<file path="config.mk">
export PLATFORM = sky130hd
export DESIGN_NAME = hysteresis_position_drive_top
export DESIGN_NICKNAME = d
export VERILOG_FILES = /design/src/rtl/core/hpd_pkg.sv /design/src/rtl/core/hpd_state.sv /design/src/rtl/core/hpd_step.sv /design/src/rtl/core/hysteresis_position_drive_top.sv
export SDC_FILE = /design/constraint.sdc
export NUM_CORES = 1
export LEC_CHECK = 0
export ABC_CLOCK_PERIOD_IN_PS = 9000
export CORE_MARGIN = 2
export CORE_UTILIZATION = 62
export DETAILED_ROUTE_END_ITERATION = 12
export DONT_BUFFER_PORTS = 1
export GPL_TIMING_DRIVEN = 0
export PLACE_DENSITY = 0.83
export SKIP_CTS_REPAIR_TIMING = 1
export SYNTH_ARGS = -nofsm -noshare
export SYNTH_HDL_FRONTEND = slang
export SYNTH_SLANG_ARGS = --single-unit
</file>
<file path="constraint.sdc">
create_clock -name clk -period 9 [get_ports clk]
set_clock_uncertainty 0.15 [all_clocks]
set_input_delay 1.35 -clock clk [delete_from_list [all_inputs] [get_ports clk]]
set_output_delay 1.35 -clock clk [all_outputs]
set_load 0.005 [all_outputs]
</file>
<file path="src/rtl/core/hpd_pkg.sv">
package hpd_pkg;

    // Number of motors served by the block and the width of a motor index.
    localparam int NUM_MOTORS  = 2;
    localparam int MOTOR_IDX_W = (NUM_MOTORS > 1) ? $clog2(NUM_MOTORS) : 1;

    // Field widths.
    localparam int POS_W    = 16;
    localparam int TIME_W   = 32;
    localparam int SETTLE_W = 8;
    localparam int CMP_W    = POS_W + 2;

    // Stream widths.
    localparam int IN_DATA_W  = 88;
    localparam int OUT_DATA_W = 24;

    // Configuration port.
    localparam int CFG_INDEX_W = 2;
    localparam int CFG_DATA_W  = 16;

    localparam logic [CFG_INDEX_W-1:0] CFG_HYSTERESIS   = 2'd0;
    localparam logic [CFG_INDEX_W-1:0] CFG_ZERO_POINT   = 2'd1;
    localparam logic [CFG_INDEX_W-1:0] CFG_DEFAULT_OPEN = 2'd2;
    localparam logic [CFG_INDEX_W-1:0] CFG_SETTLE_TIME  = 2'd3;

    // Register values after reset.
    localparam logic [POS_W-1:0]    RST_HYSTERESIS   = 16'd50;
    localparam logic [POS_W-1:0]    RST_ZERO_POINT   = 16'd0;
    localparam logic [POS_W-1:0]    RST_DEFAULT_OPEN = 16'd50000;
    localparam logic [SETTLE_W-1:0] RST_SETTLE_TIME  = 8'd30;

    // Operating modes.
    localparam logic [2:0] MODE_RUN        = 3'd0;
    localparam logic [2:0] MODE_LEARN      = 3'd1;
    localparam logic [2:0] MODE_JACK_SET_A = 3'd2;
    localparam logic [2:0] MODE_JACK_SET_B = 3'd3;
    localparam logic [2:0] MODE_JACK_SET_C = 3'd4;

    // Setting status codes.
    localparam logic [1:0] STATUS_COMPLETED = 2'd0;
    localparam logic [1:0] STATUS_JACK_UP   = 2'd1;

    // Drive codes: bit 0 is the up pin, bit 1 the down pin.
    localparam logic [1:0] DRIVE_STOP = 2'b00;
    localparam logic [1:0] DRIVE_UP   = 2'b01;
    localparam logic [1:0] DRIVE_DOWN = 2'b10;

    typedef struct packed {
        logic              motor_id;
        logic [2:0]        mode;
        logic [1:0]        setting_status;
        logic              down_request;
        logic              up_request;
        logic [POS_W-1:0]  motor_position;
        logic [POS_W-1:0]  jack_position;
        logic [POS_W-1:0]  jack_top_limit;
        logic [TIME_W-1:0] time_tenths;
    } item_t;

    typedef struct packed {
        logic [POS_W-1:0]    hysteresis;
        logic [POS_W-1:0]    zero_pos;
        logic [POS_W-1:0]    default_open;
        logic [SETTLE_W-1:0] settle_time;
    } cfg_t;

    typedef struct packed {
        logic [1:0]        drive;
        logic [POS_W-1:0]  open_lim;
        logic [POS_W-1:0]  close_lim;
        logic              settle_armed;
        logic [TIME_W-1:0] settle_start;
        logic [POS_W-1:0]  stall_ref;
    } motor_state_t;

    typedef struct packed {
        logic             drive_up;
        logic             drive_down;
        logic             completed_write;
        logic             completed_value;
        logic             zero_position_request;
        logic             return_to_running;
        logic [POS_W-1:0] open_limit_now;
    } result_t;

    // Sign-safe widening of an unsigned position.
    function automatic logic signed [CMP_W-1:0] widen(input logic [POS_W-1:0] v);
        widen = signed'({2'b00, v});
    endfunction

    // True when a value lies strictly inside center +- half width.
    function automatic logic in_band(input logic [POS_W-1:0] v,
                                     input logic [POS_W-1:0] center,
                                     input logic [POS_W-1:0] half);
        logic signed [CMP_W-1:0] lo;
        logic signed [CMP_W-1:0] hi;
        lo = widen(center) - widen(half);
        hi = widen(center) + widen(half);
        in_band = (widen(v) > lo) && (widen(v) < hi);
    endfunction

    // Drive toward a target and stop inside the dead band.
    function automatic logic [1:0] steer(input logic [POS_W-1:0] pos,
                                         input logic [POS_W-1:0] target,
                                         input logic [POS_W-1:0] half);
        logic signed [CMP_W-1:0] lo;
        logic signed [CMP_W-1:0] hi;
        lo = widen(target) - widen(half);
        hi = widen(target) + widen(half);
        if (widen(pos) < lo) begin
            steer = DRIVE_UP;
        end
        else if (widen(pos) > hi) begin
            steer = DRIVE_DOWN;
        end
        else begin
            steer = DRIVE_STOP;
        end
    endfunction

endpackage

</file>
<file path="src/rtl/core/hpd_state.sv">
module hpd_state (
    input  logic                              clk,
    input  logic                              rst_n,
    input  logic [hpd_pkg::MOTOR_IDX_W-1:0]   rd_index,
    output hpd_pkg::motor_state_t             rd_state,
    input  logic                              wr_en,
    input  logic [hpd_pkg::MOTOR_IDX_W-1:0]   wr_index,
    input  hpd_pkg::motor_state_t             wr_state
);

    hpd_pkg::motor_state_t state_reg [hpd_pkg::NUM_MOTORS];

    // Per-motor state, one read-modify-write per cycle.
    always_ff @(posedge clk or negedge rst_n)
    begin
        if (!rst_n)
        begin
            for (int m = 0; m < hpd_pkg::NUM_MOTORS; m++)
            begin
                state_reg[m].drive        <= hpd_pkg::DRIVE_STOP;
                state_reg[m].open_lim     <= hpd_pkg::RST_DEFAULT_OPEN;
                state_reg[m].close_lim    <= hpd_pkg::RST_ZERO_POINT;
                state_reg[m].settle_armed <= 1'b0;
                state_reg[m].settle_start <= '0;
                state_reg[m].stall_ref    <= '0;
            end
        end
        else if (wr_en)
        begin
            state_reg[wr_index] <= wr_state;
        end
    end

    assign rd_state = state_reg[rd_index];

endmodule

</file>
<file path="src/rtl/core/hpd_step.sv">
module hpd_step (
    input  hpd_pkg::item_t         item,
    input  hpd_pkg::cfg_t          cfg,
    input  hpd_pkg::motor_state_t  cur,
    output hpd_pkg::motor_state_t  nxt,
    output logic                   state_we,
    output hpd_pkg::result_t       result
);

    logic                              id_ok;
    logic                              jack_near;
    logic                              cw;
    logic                              cv;
    logic                              zreq;
    logic                              ret;
    logic [hpd_pkg::TIME_W:0]          settle_end;

    assign id_ok      = (32'(item.motor_id) < 32'(hpd_pkg::NUM_MOTORS));
    assign jack_near  = hpd_pkg::in_band(item.jack_position, item.jack_top_limit,
                                         cfg.hysteresis);
    assign settle_end = {1'b0, cur.settle_start} + (hpd_pkg::TIME_W + 1)'(cfg.settle_time);

    // Next motor state and the flags of this tick.
    always_comb
    begin
        nxt  = cur;
        cw   = 1'b0;
        cv   = 1'b0;
        zreq = 1'b0;
        ret  = 1'b0;
        unique case (item.mode)
            hpd_pkg::MODE_RUN:
            begin
                unique case (item.setting_status)
                    hpd_pkg::STATUS_COMPLETED:
                    begin
                        if (item.down_request)
                        begin
                            nxt.drive = hpd_pkg::steer(item.motor_position, cur.open_lim,
                                                       cfg.hysteresis);
                        end
                        else if (item.up_request)
                        begin
                            if (jack_near)
                            begin
                                nxt.drive = hpd_pkg::steer(item.motor_position,
                                                           cur.close_lim, cfg.hysteresis);
                            end
                        end
                        else
                        begin
                            nxt.drive = hpd_pkg::DRIVE_STOP;
                        end
                    end
                    hpd_pkg::STATUS_JACK_UP:
                    begin
                        nxt.settle_armed = 1'b0;
                        if (jack_near)
                        begin
                            if (item.down_request)
                            begin
                                nxt.drive = hpd_pkg::DRIVE_UP;
                            end
                            else if (item.up_request)
                            begin
                                nxt.drive = hpd_pkg::DRIVE_DOWN;
                            end
                            else
                            begin
                                nxt.drive     = hpd_pkg::DRIVE_STOP;
                                zreq          = 1'b1;
                                nxt.close_lim = cfg.zero_pos;
                                nxt.open_lim  = cfg.default_open;
                            end
                        end
                    end
                    default:
                    begin
                        nxt.drive        = hpd_pkg::DRIVE_STOP;
                        nxt.settle_armed = 1'b0;
                    end
                endcase
            end
            hpd_pkg::MODE_LEARN:
            begin
                // Learn the open limit once the position has settled.
                if (!cur.settle_armed)
                begin
                    nxt.settle_armed = 1'b1;
                    nxt.settle_start = item.time_tenths;
                    nxt.stall_ref    = item.motor_position;
                end
                else if ({1'b0, item.time_tenths} > settle_end)
                begin
                    nxt.settle_armed = 1'b0;
                    if (item.motor_position == cur.stall_ref)
                    begin
                        nxt.open_lim = item.motor_position;
                        cw           = 1'b1;
                        cv           = 1'b1;
                    end
                end
                if (jack_near)
                begin
                    if (item.down_request)
                    begin
                        nxt.drive = hpd_pkg::DRIVE_UP;
                        cw        = 1'b1;
                        cv        = 1'b0;
                    end
                    else if (item.up_request)
                    begin
                        nxt.drive = hpd_pkg::DRIVE_DOWN;
                        cw        = 1'b1;
                        cv        = 1'b0;
                    end
                    else
                    begin
                        nxt.drive = hpd_pkg::DRIVE_STOP;
                    end
                end
            end
            hpd_pkg::MODE_JACK_SET_A, hpd_pkg::MODE_JACK_SET_B, hpd_pkg::MODE_JACK_SET_C:
            begin
                nxt.drive = hpd_pkg::DRIVE_STOP;
            end
            default:
            begin
                ret = 1'b1;
            end
        endcase
    end

    assign state_we = id_ok;

    // Result fields; a motor beyond the supported count reports all zeros.
    always_comb
    begin
        result = '0;
        if (id_ok)
        begin
            result.drive_up              = nxt.drive[0];
            result.drive_down            = nxt.drive[1];
            result.completed_write       = cw;
            result.completed_value       = cv;
            result.zero_position_request = zreq;
            result.return_to_running     = ret;
            result.open_limit_now        = nxt.open_lim;
        end
    end

endmodule

</file>
<file path="src/rtl/core/hysteresis_position_drive_top.sv">
// Registers: the input register takes an item when it is accepted, and the result
// register takes its result when the input stage advances.
// Throughput: one item per cycle while the result side does not stall; each item's
// motor state is read, updated and written back between the two registers.
// Reset: asynchronous, active low; clears both stages, restores the registers to
// their defaults and sets every motor's pins low with default limits.
module hysteresis_position_drive_top (
    input  logic                               clk,
    input  logic                               rst_n,
    // Configuration port
    input  logic                               cfg_write,
    input  logic [hpd_pkg::CFG_INDEX_W-1:0]    cfg_index,
    input  logic [hpd_pkg::CFG_DATA_W-1:0]     cfg_data,
    // Input items
    input  logic                               s_tvalid,
    output logic                               s_tready,
    // mode[2:0], setting_status[4:3], down_request[5], up_request[6],
    // motor_position[22:7], jack_position[38:23], jack_top_limit[54:39],
    // time_tenths[86:55], zero pad[87]
    input  logic [hpd_pkg::IN_DATA_W-1:0]      s_tdata,
    // motor_id[0]
    input  logic                               s_tuser,
    // Result items
    output logic                               m_tvalid,
    input  logic                               m_tready,
    // drive_up[0], drive_down[1], completed_write[2], completed_value[3],
    // zero_position_request[4], return_to_running[5], open_limit_now[21:6],
    // zero pad[23:22]
    output logic [hpd_pkg::OUT_DATA_W-1:0]     m_tdata
);

    hpd_pkg::cfg_t          cfg_reg;
    logic                   in_valid_reg;
    hpd_pkg::item_t         in_item_reg;
    hpd_pkg::item_t         in_item_next;
    logic                   out_valid_reg;
    hpd_pkg::result_t       out_result_reg;
    logic                   advance;
    logic                   state_we;
    hpd_pkg::motor_state_t  cur_state;
    hpd_pkg::motor_state_t  nxt_state;
    hpd_pkg::result_t       step_result;
    logic [hpd_pkg::MOTOR_IDX_W-1:0] motor_index;

    // Configuration registers.
    always_ff @(posedge clk or negedge rst_n)
    begin
        if (!rst_n)
        begin
            cfg_reg.hysteresis   <= hpd_pkg::RST_HYSTERESIS;
            cfg_reg.zero_pos     <= hpd_pkg::RST_ZERO_POINT;
            cfg_reg.default_open <= hpd_pkg::RST_DEFAULT_OPEN;
            cfg_reg.settle_time  <= hpd_pkg::RST_SETTLE_TIME;
        end
        else if (cfg_write)
        begin
            unique case (cfg_index)
                hpd_pkg::CFG_HYSTERESIS:   cfg_reg.hysteresis   <= cfg_data;
                hpd_pkg::CFG_ZERO_POINT:   cfg_reg.zero_pos     <= cfg_data;
                hpd_pkg::CFG_DEFAULT_OPEN: cfg_reg.default_open <= cfg_data;
                hpd_pkg::CFG_SETTLE_TIME:  cfg_reg.settle_time  <= cfg_data[hpd_pkg::SETTLE_W-1:0];
                default: ;
            endcase
        end
    end

    // Handshake: the input stage moves on whenever the result register is empty or being taken.
    assign advance  = in_valid_reg && (!out_valid_reg || m_tready);
    assign s_tready = !in_valid_reg || advance;

    // Unpack an incoming item.
    always_comb
    begin
        in_item_next.motor_id       = s_tuser;
        in_item_next.mode           = s_tdata[2:0];
        in_item_next.setting_status = s_tdata[4:3];
        in_item_next.down_request   = s_tdata[5];
        in_item_next.up_request     = s_tdata[6];
        in_item_next.motor_position = s_tdata[22:7];
        in_item_next.jack_position  = s_tdata[38:23];
        in_item_next.jack_top_limit = s_tdata[54:39];
        in_item_next.time_tenths    = s_tdata[86:55];
    end

    // Input register.
    always_ff @(posedge clk or negedge rst_n)
    begin
        if (!rst_n)
        begin
            in_valid_reg <= 1'b0;
        end
        else if (s_tready)
        begin
            in_valid_reg <= s_tvalid;
        end
    end

    always_ff @(posedge clk)
    begin
        if (s_tvalid && s_tready)
        begin
            in_item_reg <= in_item_next;
        end
    end

    assign motor_index = hpd_pkg::MOTOR_IDX_W'(in_item_reg.motor_id);

    hpd_state u_state (
        .clk      (clk),
        .rst_n    (rst_n),
        .rd_index (motor_index),
        .rd_state (cur_state),
        .wr_en    (advance && state_we),
        .wr_index (motor_index),
        .wr_state (nxt_state)
    );

    hpd_step u_step (
        .item     (in_item_reg),
        .cfg      (cfg_reg),
        .cur      (cur_state),
        .nxt      (nxt_state),
        .state_we (state_we),
        .result   (step_result)
    );

    // Result register.
    always_ff @(posedge clk or negedge rst_n)
    begin
        if (!rst_n)
        begin
            out_valid_reg <= 1'b0;
        end
        else if (advance)
        begin
            out_valid_reg <= 1'b1;
        end
        else if (m_tready)
        begin
            out_valid_reg <= 1'b0;
        end
    end

    always_ff @(posedge clk)
    begin
        if (advance)
        begin
            out_result_reg <= step_result;
        end
    end

    assign m_tvalid = out_valid_reg;
    assign m_tdata  = {2'b00,
                       out_result_reg.open_limit_now,
                       out_result_reg.return_to_running,
                       out_result_reg.zero_position_request,
                       out_result_reg.completed_value,
                       out_result_reg.completed_write,
                       out_result_reg.drive_down,
                       out_result_reg.drive_up};

endmodule

</file>
Yosys cells after proc, flatten, opt, wreduce, memory -nomap -nowiden

Index checks and enable logic that the tools add are counted.

Add/sub/neg operators: 7
Magnitude comparators: 9
Eq/ne operators: 9
Muxes and demuxes: 46
Bitwise logic cells: 4
Reductions and logical operators: 19

Operator list:

| kind                                                                  | number |
|---|---|
| 83-bit 2-to-1 mux                                                     | 4 |
| 166-bit bitwise mux                                                   | 1 |
| 32-bit 2-to-1 mux                                                     | 3 |
| 48-bit 2-to-1 mux                                                     | 2 |
| 83-bit demux with 1-bit select                                        | 1 |
| 16-bit 2-to-1 mux                                                     | 4 |
| 17-bit by 18-bit greater-than comparator with 1-bit output            | 3 |
| 17-bit by 18-bit less-than comparator with 1-bit output               | 3 |
| 16-bit by 16-bit adder with 17-bit output                             | 3 |
| 16-bit by 16-bit subtractor with 17-bit output                        | 3 |
| 34-bit 2-to-1 mux                                                     | 1 |
| 32-bit by 8-bit adder with 33-bit output                              | 1 |
| 32-bit by 33-bit greater-than comparator with 1-bit output            | 1 |
| 16-bit one-hot mux with 2 select lines                                | 1 |
| 2-bit 2-to-1 mux                                                      | 10 |
| 16-bit equality test                                                  | 1 |
| 1-bit 2-to-1 mux                                                      | 16 |
| 2-bit AND reduction                                                   | 4 |
| 3-bit by 2-bit equality test with 1-bit output, second input constant | 2 |
| 2-bit one-hot mux with 3 select lines                                 | 1 |
| 5-bit OR reduction                                                    | 1 |
| 2-bit by 1-bit equality test with 1-bit output, second input constant | 2 |
| 2-bit equality test, second input constant                            | 2 |
| 1-bit logical AND                                                     | 4 |
| other kinds (15)                                                      | 20 |

Register bits after elaboration: 334
Input bits: 112
Output and inout port bits: 26
Word-level logic and storage cells: 128

Longest topological paths before layout

Gate-level depths: netlist (run 1).

Depth in word-level cells: 14
Depth in mapped cells: 32
Mapped depth without buffers: 23

Cells and area by module

A second synthesis (run 1) with hierarchy kept.

Cells, all modules: 1908
Area, all modules: 22171.3 um2

Modules (own cells, without submodules):

| module                        | times used | cells each | area an instance (um2) | seq. area each (um2) |
|---|---|---|---|---|
| hpd_step                      | 1          | 1223       | 9444.1                 | 0.0 |
| hpd_state                     | 1          | 444        | 7185.6                 | 4169.0 |
| hysteresis_position_drive_top | 1          | 241        | 5541.6                 | 4770.8 |

Worst setup path before layout (run 1)

OpenSTA, ideal clock, no wires.

Path type: register to register
Start: register in_item_reg, in the netlist motor_index
End: register u_state.state_reg[148] in the netlist's numbering
Setup time: 0.125 ns
Data arrival time: 6.362 ns
Required time: 8.725 ns
Setup slack: 2.363 ns
Stages on the path, launching flop included: 30
Buffers on the path: 9
Clock period less this slack: 6.637 ns
Path through: edfxtp_1 -> buf_4 -> buf_6 -> buf_2 -> buf_2 -> buf_2 -> buf_1 -> clkbuf_1 -> clkbuf_1 -> mux2_2 -> ha_1 -> a21o_1 -> a21oi_1 -> o21bai_1 -> a21oi_1 -> o21ai_0 -> nand4b_1 -> nor2_1 -> nor4b_1 -> xor2_1 -> ha_1 -> nand4_1 -> nor4_1 -> o41a_1 -> o211ai_2 -> buf_2 -> or3_1 -> a21boi_1 -> a221oi_2 -> mux2_2

RTL lines:

| item                            | line                                 | RTL |
|---|---|---|
| from (decl)                     | hysteresis_position_drive_top.sv:34  | `hpd_pkg::item_t in_item_reg;` |
| from (signal assigned)          | hysteresis_position_drive_top.sv:102 | `in_item_reg <= in_item_next;` |
| to (signal, indexed assignment) | hpd_state.sv:30                      | `state_reg[wr_index] <= wr_state;` |
| to (decl)                       | hpd_state.sv:11                      | `hpd_pkg::motor_state_t state_reg [hpd_pkg::NUM_MOTORS];` |

==> results of run 1 <==
final timing paths:
path	start	endpoint	slack, ps	cells past startpoint
setup / recovery	motor_index$_DFFE_PP_	m_tdata[1]$_DFFE_PP_	680	28
hold / removal	rst_n	u_state.state_reg[123]$_DFFE_PN0P_	330	0
setup reg to reg	motor_index$_DFFE_PP_	m_tdata[1]$_DFFE_PP_	680	28
hold reg to reg	u_state.state_reg[137]$_DFFE_PN0P_	u_state.state_reg[137]$_DFFE_PN0P_	350	1
max in group asynchronous	rst_n	u_state.state_reg[158]$_DFFE_PN0P_	7840	0
min in group clk	u_state.state_reg[137]$_DFFE_PN0P_	u_state.state_reg[137]$_DFFE_PN0P_	350	1
through the flow:
stage	cells	worst slack (ps)	hold WS (ps)	setup TNS, ps	total power, mW
after floorplan	1944	2360	296	0	4.19
after global placement	2399	88.6	311	0	4.70
after detailed placement	2400	11.7	329	0	4.82
after CTS	2468	-93.6	309	-782	6.38
after global routing	2466	207	301	0	6.81
final	2466	685	325	0	6.39
report_power, final:
part | internal [mW] | leakage [nW] | switching [mW]
Clock | 0.894 | 0.596 | 0.630
Combinational | 1.20 | 5.97 | 1.45
Sequential | 1.95 | 3.85 | 0.264
synth_stat cells (7+ instances only):
master                     count  share of area [%]
sky130_fd_sc_hd__ha_1        231                 13
sky130_fd_sc_hd__mux2_2      227                 12
sky130_fd_sc_hd__dfrtp_1     199                 23
sky130_fd_sc_hd__inv_1       113                2.0
sky130_fd_sc_hd__edfxtp_1    110                 15
sky130_fd_sc_hd__a21oi_1     102                2.4
sky130_fd_sc_hd__xnor2_1     102                4.1
sky130_fd_sc_hd__nand2_1      90                1.6
sky130_fd_sc_hd__nor2_1       87                1.5
sky130_fd_sc_hd__o21ai_0      73                1.7
sky130_fd_sc_hd__mux2i_1      70                3.2
sky130_fd_sc_hd__clkbuf_1     42               0.73
sky130_fd_sc_hd__nor3_1       29               0.67
sky130_fd_sc_hd__or3_1        28               0.81
sky130_fd_sc_hd__nand3_1      27               0.62
sky130_fd_sc_hd__a21o_1       25               0.87
sky130_fd_sc_hd__dfstp_2      25                3.0
sky130_fd_sc_hd__xor2_1       23               0.93
sky130_fd_sc_hd__nor2b_1      22               0.64
sky130_fd_sc_hd__nand2b_1     21               0.61
sky130_fd_sc_hd__o21bai_1     18               0.62
sky130_fd_sc_hd__nand4_1      17               0.49
sky130_fd_sc_hd__nor4_1       17               0.49
sky130_fd_sc_hd__a211oi_1     16               0.55
sky130_fd_sc_hd__a221oi_2     14               0.97
sky130_fd_sc_hd__buf_2        13               0.30
sky130_fd_sc_hd__o211ai_1     13               0.45
sky130_fd_sc_hd__a31oi_1      10               0.29
sky130_fd_sc_hd__and3_1       10               0.29
sky130_fd_sc_hd__o21a_1        9               0.31
sky130_fd_sc_hd__buf_1         8               0.14
sky130_fd_sc_hd__nor3b_1       8               0.28
sky130_fd_sc_hd__a21boi_1      7               0.24
sky130_fd_sc_hd__a21boi_2      7               0.36
sky130_fd_sc_hd__fa_1          7               0.65
sky130_fd_sc_hd__nand3b_1      7               0.24
sky130_fd_sc_hd__o31ai_1       7               0.24
area by class of cell:
type                       instances  area, um2
sequential                       334       8940
clock buffer                      51       1030
inverter                         113        424
multi-input combinational       1427      12000
tap                              455        569
buffer                            68        319
clock inverter                    17        190
timing repair buffer               1       27.5
fill                            2469      11000
logic make-up after synthesis:
group / after synthesis / synth area share, %
AND/OR/NAND/NOR: 394 / 9.37
AO/OA/AOI/OAI: 371 / 11.8
flip-flops: 334 / 41.3
multiplexers: 297 / 15.0
adder cells (fa/ha/maj): 238 / 14.0
buffers and inverters: 183 / 3.46
XOR/XNOR: 125 / 5.05
other: 1 / 0.0173
metal layers:
layer  routed length [um]  track usage [%]  up-vias
met2                25800             50.4      551
met4                 1880             11.7        0
li1                     -                -     7182
met5                    0                0        -
met1                23000             39.1     7712
met3                 3570             5.03      120
critical path, delay by kind of cell, from the launching register on:
kind | cells | cell delay, ps
AO/OA/AOI/OAI | 12 | 3180
buffers and inverters | 8 | 2590
AND/OR/NAND/NOR | 4 | 690
adder cells (fa/ha/maj) | 2 | 610
multiplexers | 1 | 360
flip-flops | 1 | 320
XOR/XNOR | 1 | 140
==> results.ini, run 1 <==
[yosys]
synth_sequential_area_ratio_pct = 41.3
syn_avg_cell_area_um2 = 11.2
synthesis.instances = 1943
synth.distinct_cells = 82
async_reset_ff_share_pct = 67.1
synthesis.yosys.warnings = 0
syn_area_mm2 = 0.0217
synth_seq_cells = 334
synth-edff-count = 110
commonest_register_cell_after_synthesis = sky130_fd_sc_hd__dfrtp_1

[pwr]
power.static_leakage_nw = 10.4
powerDensity_mw_per_mm2 = 272
ir_drop_mv = 0.227

[place]
port_buffers = 0
placed_area_mm2 = 0.0223
dp_hpwl_um = 40800
place_congestion = 0.933

[clock_network]
insertion_delay_ps = 570
cts.sink_count = 334
tritoncts_clock_tree = built
clock_root_buffer = sky130_fd_sc_hd__clkbuf_16
ctsLongestPathBuffers = 3
cts.clk_slew.worst_paths_ps = 60
numCtsBuffers = 37
htree_levels = 2

[timing]
max_freq_ghz = 0.120
finalHoldViolCount = 0
rsz_0062_raised_after_global_routing = false
worstMarginPinSlew_ps = 1150
setup_viol_count_final = 0
period_minus_slack_ps = 8320
finalMaxSlewViolations = 0
final.period_utilization_pct = 92.4
slew_headroom_pct = 22.7

[floorplanning]
design.die.area_mm2 = 0.0365
chipHeight_um = 191
start_util_pct = 62.9
core_area_mm2 = 0.0345
core.rowCount = 68
die_width_um = 191
io_pins = 138

[hold_path]
hold_class = in -> async

[worst_setup_path]
timing.critical_path.required_ps = 9150
critPathLaunchType = register
setup.worst_path.end_class = register
timing.critical_path.fanout_max = 28
crit_top_cell = sky130_fd_sc_hd__buf_2
crit_slowest_cell = sky130_fd_sc_hd__a2111oi_0
crit_type = reg -> reg
cp_slowest_stage_delay_ps = 800
cp_data_arrival_time_ps = 8460

[route]
routed_via_count_divided_by_cell_count = 6.31
drt_drc_violations_left = 0
postRouteAntennaNets = 0
post_drt_wl_per_cell_um = 22.0
drt-total-wl_um = 54300
initialDrtViolationCount = 1156
firstDrtPassIters = 6
via_count = 15600

[grt]
grt_start_max_net_pins = 225
initial_antenna_violation_count = 0
grt_use_total_pct = 30.1
grt_residual_overflow = 0
first_pass_grt_wire_length_um = 84900
first_global_vias = 15900

[run]
maxCapViolations = 0

[final_layout]
nNetsFinal = 2332
final_cell_mix = sky130_fd_sc_hd__ha_1 (231), sky130_fd_sc_hd__mux2_2 (227), sky130_fd_sc_hd__dfrtp_1 (199), sky130_fd_sc_hd__inv_1 (113), sky130_fd_sc_hd__edfxtp_1 (110)
layout_commonest_cell = sky130_fd_sc_hd__ha_1
largest_reg_flops = 166
area_growth_syn_to_layout_pct = 8.38
final_layout_size_suffix_gt1_share_pct = 18.4
antenna_cells = 0
layout.cell_area.non_filler_mm2 = 0.0235
fin_util_pct = 68.2

[status]
run_status = completed

No activity file was read; power rests on OpenSTA's default activity.
==> run 2, diff against run 1 <==
--- a/config.mk
+++ b/config.mk
@@ -11,6 +11,7 @@
 export DETAILED_ROUTE_END_ITERATION = 12
 export DONT_BUFFER_PORTS = 1
 export GPL_TIMING_DRIVEN = 0
+export MAX_ROUTING_LAYER = met4
 export PLACE_DENSITY = 0.83
 export SKIP_CTS_REPAIR_TIMING = 1
 export SYNTH_ARGS = -nofsm -noshare
==> run 2 against run 1 <==
Net effect:
- register-to-register slack worse by 200 ps
- worst setup slack worse by 200 ps
- global-route usage is 1.9 points higher
- routed wire length is 3.6% higher
- non-clock buffer count is 3 higher
- critical path depth stayed put
- critical path type unchanged
- critical endpoint is now u_state.state_reg[75]$_DFFE_PN0P_
- largest cell class unchanged
==> results.ini, run 2 (synthesis results as in run 1) <==
[timing]
rsz_0062_raised_after_global_routing = false
max_freq_ghz = 0.117  ; -2.3%
setup_viol_count_final = 0  ; unchanged
slew_headroom_pct = 16.6  ; -6.1 points
finalMaxSlewViolations = 0  ; unchanged
final.setup.tns_ps = 0  ; unchanged
final.period_utilization_pct = 94.6  ; +2.2 points
setup_ws_ps = 488  ; -197 ps
worstMarginPinSlew_ps = 1240  ; +90.6 ps
finalHoldViolCount = 0  ; unchanged
period_minus_slack_ps = 8510  ; +197 ps

[route]
postRouteAntennaNets = 0  ; unchanged
met2_wirelength_um = 26900  ; +4.2%
top_signal_layer_used = met4
firstDrtPassIters = 6  ; unchanged
via_count = 15800  ; +1.7%
initialDrtViolationCount = 1213  ; +4.9%
drt-total-wl_um = 56200  ; +3.6%
routed_via_count_divided_by_cell_count = 6.41  ; +1.5%
drt_drc_violations_left = 0  ; unchanged
met1Wirelength_um = 23700  ; +2.8%
detailroute.wirelength.met3_um = 3740  ; +4.7%
post_drt_wl_per_cell_um = 22.8  ; +3.5%

[place]
placement.setup.worst_slack_ps = -76.7  ; -88.4 ps
dp_hpwl_um = 41500  ; +1.7%
place_congestion = 0.946  ; +1.4%
port_buffers = 0  ; unchanged
numPlacedInstances = 2400  ; unchanged

[final_layout]
final_cell_mix = sky130_fd_sc_hd__ha_1 (231), sky130_fd_sc_hd__mux2_2 (227), sky130_fd_sc_hd__dfrtp_1 (199), sky130_fd_sc_hd__inv_1 (113), sky130_fd_sc_hd__edfxtp_1 (110)
final_layout_size_suffix_gt1_share_pct = 19.2  ; +0.77 points
nNetsFinal = 2335  ; +0.13%
fin_util_pct = 68.8  ; +0.63 points
final_cells = 2470  ; +0.16%
area_growth_syn_to_layout_pct = 9.39
largest_reg_flops = 166  ; unchanged
layout_commonest_cell = sky130_fd_sc_hd__ha_1
sequential_cell_area_mm2 = 0.00894  ; unchanged
multi_input_logic_area_mm2 = 0.0120  ; unchanged
final.fill_count = 2436  ; -1.3%

[worst_setup_path]
setup.worst_path.end_class = register
r2r-start = motor_index$_DFFE_PP_
crit_top_cell = sky130_fd_sc_hd__buf_2
timing.critical_path.required_ps = 9300  ; +150 ps
cp_slowest_stage_delay_ps = 590  ; -210 ps
timing.critical_path.fanout_max = 19  ; -32%
r2r_slack_ps = 490  ; -200 ps
worst_r2r_endpoint = u_state.state_reg[75]$_DFFE_PN0P_
critPathBufInv = 8  ; unchanged
critPathLaunchType = register
rr_worst_depth = 28  ; unchanged
worst_path_dominant_cell_family = buffers and inverters
cp_data_arrival_time_ps = 8810  ; +350 ps
crit_type = reg -> reg
crit_slowest_cell = sky130_fd_sc_hd__nor4_1

[clock_network]
cts.clk_slew.worst_paths_ps = 70  ; about the same
tritoncts_clock_tree = built
clock_root_buffer = sky130_fd_sc_hd__clkbuf_16
ctsLongestPathBuffers = 3  ; unchanged
htree_levels = 2  ; unchanged
insertion_delay_ps = 580  ; about the same
numCtsBuffers = 37  ; unchanged
cts.sink_count = 334  ; unchanged

[floorplanning]
io_pins = 138  ; unchanged
start_util_pct = 62.9  ; unchanged
core_area_mm2 = 0.0345  ; unchanged
chipHeight_um = 191  ; unchanged
die_width_um = 191  ; unchanged
core.rowCount = 68  ; unchanged
design.die.area_mm2 = 0.0365  ; unchanged

[grt]
grt_use_total_pct = 32.0  ; +1.9 points
first_global_vias = 16000  ; +0.72%
grt_start_max_net_pins = 225  ; unchanged
first_pass_grt_wire_length_um = 87300  ; +2.9%
grt_residual_overflow = 0  ; unchanged
initial_antenna_violation_count = 1  ; +1

[pwr]
power.static_leakage_nw = 10.5  ; +1.1%
ir_drop_mv = 0.251  ; +10%
powerDensity_mw_per_mm2 = 281  ; +3.1%
design_power_total_mw = 6.66  ; +4.1%

[status]
run_status = completed

[run]
maxCapViolations = 0  ; unchanged

[hold_path]
hold_class = in -> async

-- run 2: power by group --
group | internal [mW] | leakage, nW | switching [mW]
sequential | 1.95 | 3.85 | 0.267
combinational | 1.21 | 5.98 | 1.48
clock | 1.09 | 0.694 | 0.665
-- run 2: through the flow --
stage | instance area [um2] | hold slack (ps)
after floorplan | 21700 | 296
after global placement | 22200 | 310
after detailed placement | 22300 | 315
after CTS | 23700 | 304
after global routing | 23700 | 302
final | 23700 | 308
-- run 2: area by class of cell --
class | instances | share of cell area (%)
antenna | 1 | 0.0106
buffer | 69 | 1.37
clock buffer | 44 | 4.34
clock inverter | 24 | 1.63
inverter | 113 | 1.79
multi-input combinational | 1427 | 50.6
sequential | 334 | 37.7
tap | 455 | 2.40
timing repair buffer | 3 | 0.179
-- run 2: worst max path at each step --
stage                                startpoint                                  to  slack (ps)  depth (start not counted)
final                     motor_index$_DFFE_PP_   u_state.state_reg[75]$_DFFE_PN0P_         490                         28
after global placement    motor_index$_DFFE_PP_  u_state.state_reg[158]$_DFFE_PN0P_          70                         29
after global routing      motor_index$_DFFE_PP_                m_tdata[1]$_DFFE_PP_         200                         28
after floorplan           motor_index$_DFFE_PP_  u_state.state_reg[148]$_DFFE_PN0P_        2360                         29
after detailed placement  motor_index$_DFFE_PP_   u_state.state_reg[75]$_DFFE_PN0P_         -80                         29
after CTS                 motor_index$_DFFE_PP_   u_state.state_reg[75]$_DFFE_PN0P_        -170                         29
-- run 2: layer usage --
layer / GRT usage [%] / vias up
met5: - / -
li1: - / 7198
met1: 40.6 / 7819
met2: 51.9 / 673
met4: 12.7 / 0
met3: 4.64 / 132
==> run 3, diff against run 2 <==
--- a/config.mk
+++ b/config.mk
@@ -5,9 +5,10 @@
 export SDC_FILE = /design/constraint.sdc
 export NUM_CORES = 1
 export LEC_CHECK = 0
-export ABC_CLOCK_PERIOD_IN_PS = 9000
+export ABC_CLOCK_PERIOD_IN_PS = 11000
 export CORE_MARGIN = 2
 export CORE_UTILIZATION = 62
+export CTS_CLUSTER_DIAMETER = 100
 export DETAILED_ROUTE_END_ITERATION = 12
 export DONT_BUFFER_PORTS = 1
 export GPL_TIMING_DRIVEN = 0
==> constraint.sdc (replaced) <==
create_clock -name clk -period 11 [get_ports clk]
set_clock_uncertainty 0.15 [all_clocks]
set_input_delay 1.65 -clock clk [delete_from_list [all_inputs] [get_ports clk]]
set_output_delay 1.65 -clock clk [all_outputs]
set_load 0.005 [all_outputs]
==> run 3 against run 2 <==
Net effect:
- first-iteration DRC count grew 0.66%
- sequential share of layout area is essentially flat
- worst setup slack better by 1100 ps
- design area is essentially flat
- sequential power shrank 18%
- maximum frequency down 9.9%
- die area is the same
- via count barely moved
==> results.ini, run 3 (synthesis results as in run 1) <==
[timing]
period_minus_slack_ps = 9450  ; +936 ps
setup_viol_count_final = 0  ; unchanged
slew_headroom_pct = 18.3  ; +1.7 points
max_freq_ghz = 0.106  ; -9.9%
finalHoldViolCount = 0  ; unchanged
worstMarginPinSlew_ps = 1220  ; -25.5 ps
final.setup.tns_ps = 0  ; unchanged
rsz_0062_raised_after_global_routing = false
final.period_utilization_pct = 85.9  ; -8.7 points
finalMaxSlewViolations = 0  ; unchanged

[clock_network]
cts.clk_slew.worst_paths_ps = 70  ; about the same
htree_levels = 2  ; unchanged
clock_root_buffer = sky130_fd_sc_hd__clkbuf_16
cts.sink_count = 334  ; unchanged
insertion_delay_ps = 580  ; about the same
numCtsBuffers = 37  ; unchanged
ctsLongestPathBuffers = 3  ; unchanged
tritoncts_clock_tree = built

[final_layout]
final_layout_size_suffix_gt1_share_pct = 19.0  ; -0.19 points
largest_reg_flops = 166  ; unchanged
multi_input_logic_area_mm2 = 0.0120  ; unchanged
final.fill_count = 2438  ; +0.082%
nNetsFinal = 2334  ; -0.043%
layout_commonest_cell = sky130_fd_sc_hd__ha_1
sequential_cell_area_mm2 = 0.00894  ; unchanged
layout.cell_area.non_filler_mm2 = 0.0237  ; about the same
final_cells = 2469  ; -0.040%
area_growth_syn_to_layout_pct = 9.32  ; about the same
fin_util_pct = 68.8  ; about the same
final_cell_mix = sky130_fd_sc_hd__ha_1 (231), sky130_fd_sc_hd__mux2_2 (227), sky130_fd_sc_hd__dfrtp_1 (199), sky130_fd_sc_hd__inv_1 (113), sky130_fd_sc_hd__edfxtp_1 (110)

[worst_setup_path]
cp_slowest_stage_delay_ps = 640  ; +50 ps
timing.critical_path.fanout_max = 10  ; -9
setup.worst_path.end_class = register
r2r_slack_ps = 1550  ; +1060 ps
r2r-start = motor_index$_DFFE_PP_
crit_top_cell = sky130_fd_sc_hd__buf_2
cp_data_arrival_time_ps = 9750  ; +940 ps
critPathLaunchType = register
critical_path.startpoint = motor_index$_DFFE_PP_
crit_type = reg -> reg
timing.critical_path.required_ps = 11300  ; +2000 ps
crit_slowest_cell = sky130_fd_sc_hd__clkbuf_1

[pwr]
seq_power_share_pct = 33.3  ; about the same
ir_drop_mv = 0.205  ; -18%
clock_power_share_pct = 26.3  ; about the same
portion_of_total_power_attributed_to_combinational_logic_pct = 40.4  ; about the same
design_power_total_mw = 5.44  ; -18%
power.static_leakage_nw = 10.5  ; -0.12%
powerDensity_mw_per_mm2 = 230  ; -18%
p_int_mw = 3.47  ; -18%
switching_power_mw = 1.97  ; -18%
switching_share_pct = 36.2  ; about the same

[run]
maxCapViolations = 0  ; unchanged

[grt]
initial_antenna_violation_count = 1  ; unchanged
grt_use_total_pct = 32.0  ; unchanged
globalRoute.busiestLayer = met2
grt_util_met3_pct = 4.64  ; unchanged
first_global_vias = 16000  ; unchanged
gr-usage-met1_pct = 40.6  ; unchanged
globalRouteMet2Util_pct = 51.9  ; unchanged
first_pass_grt_wire_length_um = 87300  ; unchanged
grt_residual_overflow = 0  ; unchanged
grt_start_max_net_pins = 225  ; unchanged

[route]
postRouteAntennaNets = 0  ; unchanged
firstDrtPassIters = 5  ; -1
drt_drc_violations_left = 0  ; unchanged
via_count = 15800  ; -0.051%
routed_via_count_divided_by_cell_count = 6.41  ; about the same
drt-total-wl_um = 56300  ; +0.17%
post_drt_wl_per_cell_um = 22.8  ; +0.21%
initialDrtViolationCount = 1221  ; +0.66%

[floorplanning]
core.rowCount = 68  ; unchanged
chipHeight_um = 191  ; unchanged
core_area_mm2 = 0.0345  ; unchanged
design.die.area_mm2 = 0.0365  ; unchanged
die_width_um = 191  ; unchanged
io_pins = 138  ; unchanged
start_util_pct = 62.9  ; unchanged

[status]
run_status = completed

[hold_path]
hold_class = reg -> reg
hold_path_startpoint = u_state.state_reg[48]$_DFFE_PN0P_

[place]
numPlacedInstances = 2400  ; unchanged
dp_hpwl_um = 41500  ; unchanged
place_congestion = 0.946  ; unchanged
placed_area_mm2 = 0.0223  ; unchanged
port_buffers = 0  ; unchanged

-- run 3: per-stage QoR --
stage | hold slack, ps | setup slack (ps)
after global routing | 345 | 1310
after CTS | 330 | 1830
final | 332 | 1550
after detailed placement | 315 | 1920
after global placement | 310 | 2070
after floorplan | 296 | 4360
-- run 3: cell type report --
class / count / share of cell area [%]
Timing Repair Buffer: 1 / 0.116
Buffer: 70 / 1.37
Antenna cell: 1 / 0.0106
Clock buffer: 44 / 4.34
Tap cell: 455 / 2.40
Sequential cell: 334 / 37.7
Clock inverter: 24 / 1.63
Inverter: 113 / 1.79
Multi-Input combinational cell: 1427 / 50.6
-- run 3: power by group through the flow --
stage / registers (mW) / clock network [mW] / logic, mW
after floorplan: 1.74 / 0 / 1.69
after global placement: 1.80 / 0 / 2.05
after detailed placement: 1.82 / 0 / 2.14
after CTS: 1.81 / 1.45 / 2.17
after global routing: 1.84 / 1.49 / 2.44
final: 1.81 / 1.43 / 2.20
-- run 3: critical path, delay by kind of cell, from the launching register on --
family / cells / cell delay, ps
simple gates: 6 / 2320
compound gates: 9 / 1520
buf+inv: 9 / 3450
mux: 2 / 750
fa+ha+maj: 2 / 580
xor+xnor: 1 / 130
flops: 1 / 370
-- run 3: layer usage --
metal  up-vias  routed length, um
met2       644              26900
met3       136               3560
li1       7189                  -
met4         0               1950
met5         -                  0
met1      7845              24000
-- run 3: worst paths after layout --
kind,cells past startpoint,to
worst min-delay path,2,u_state.state_reg[48]$_DFFE_PN0P_
max in group asynchronous,0,cfg_reg[22]$_DFFE_PN1P_
worst max-delay path,29,u_state.state_reg[75]$_DFFE_PN0P_
worst min register to register,2,u_state.state_reg[48]$_DFFE_PN0P_
min in group asynchronous,0,u_state.state_reg[121]$_DFFE_PN0P_
worst max register to register,29,u_state.state_reg[75]$_DFFE_PN0P_
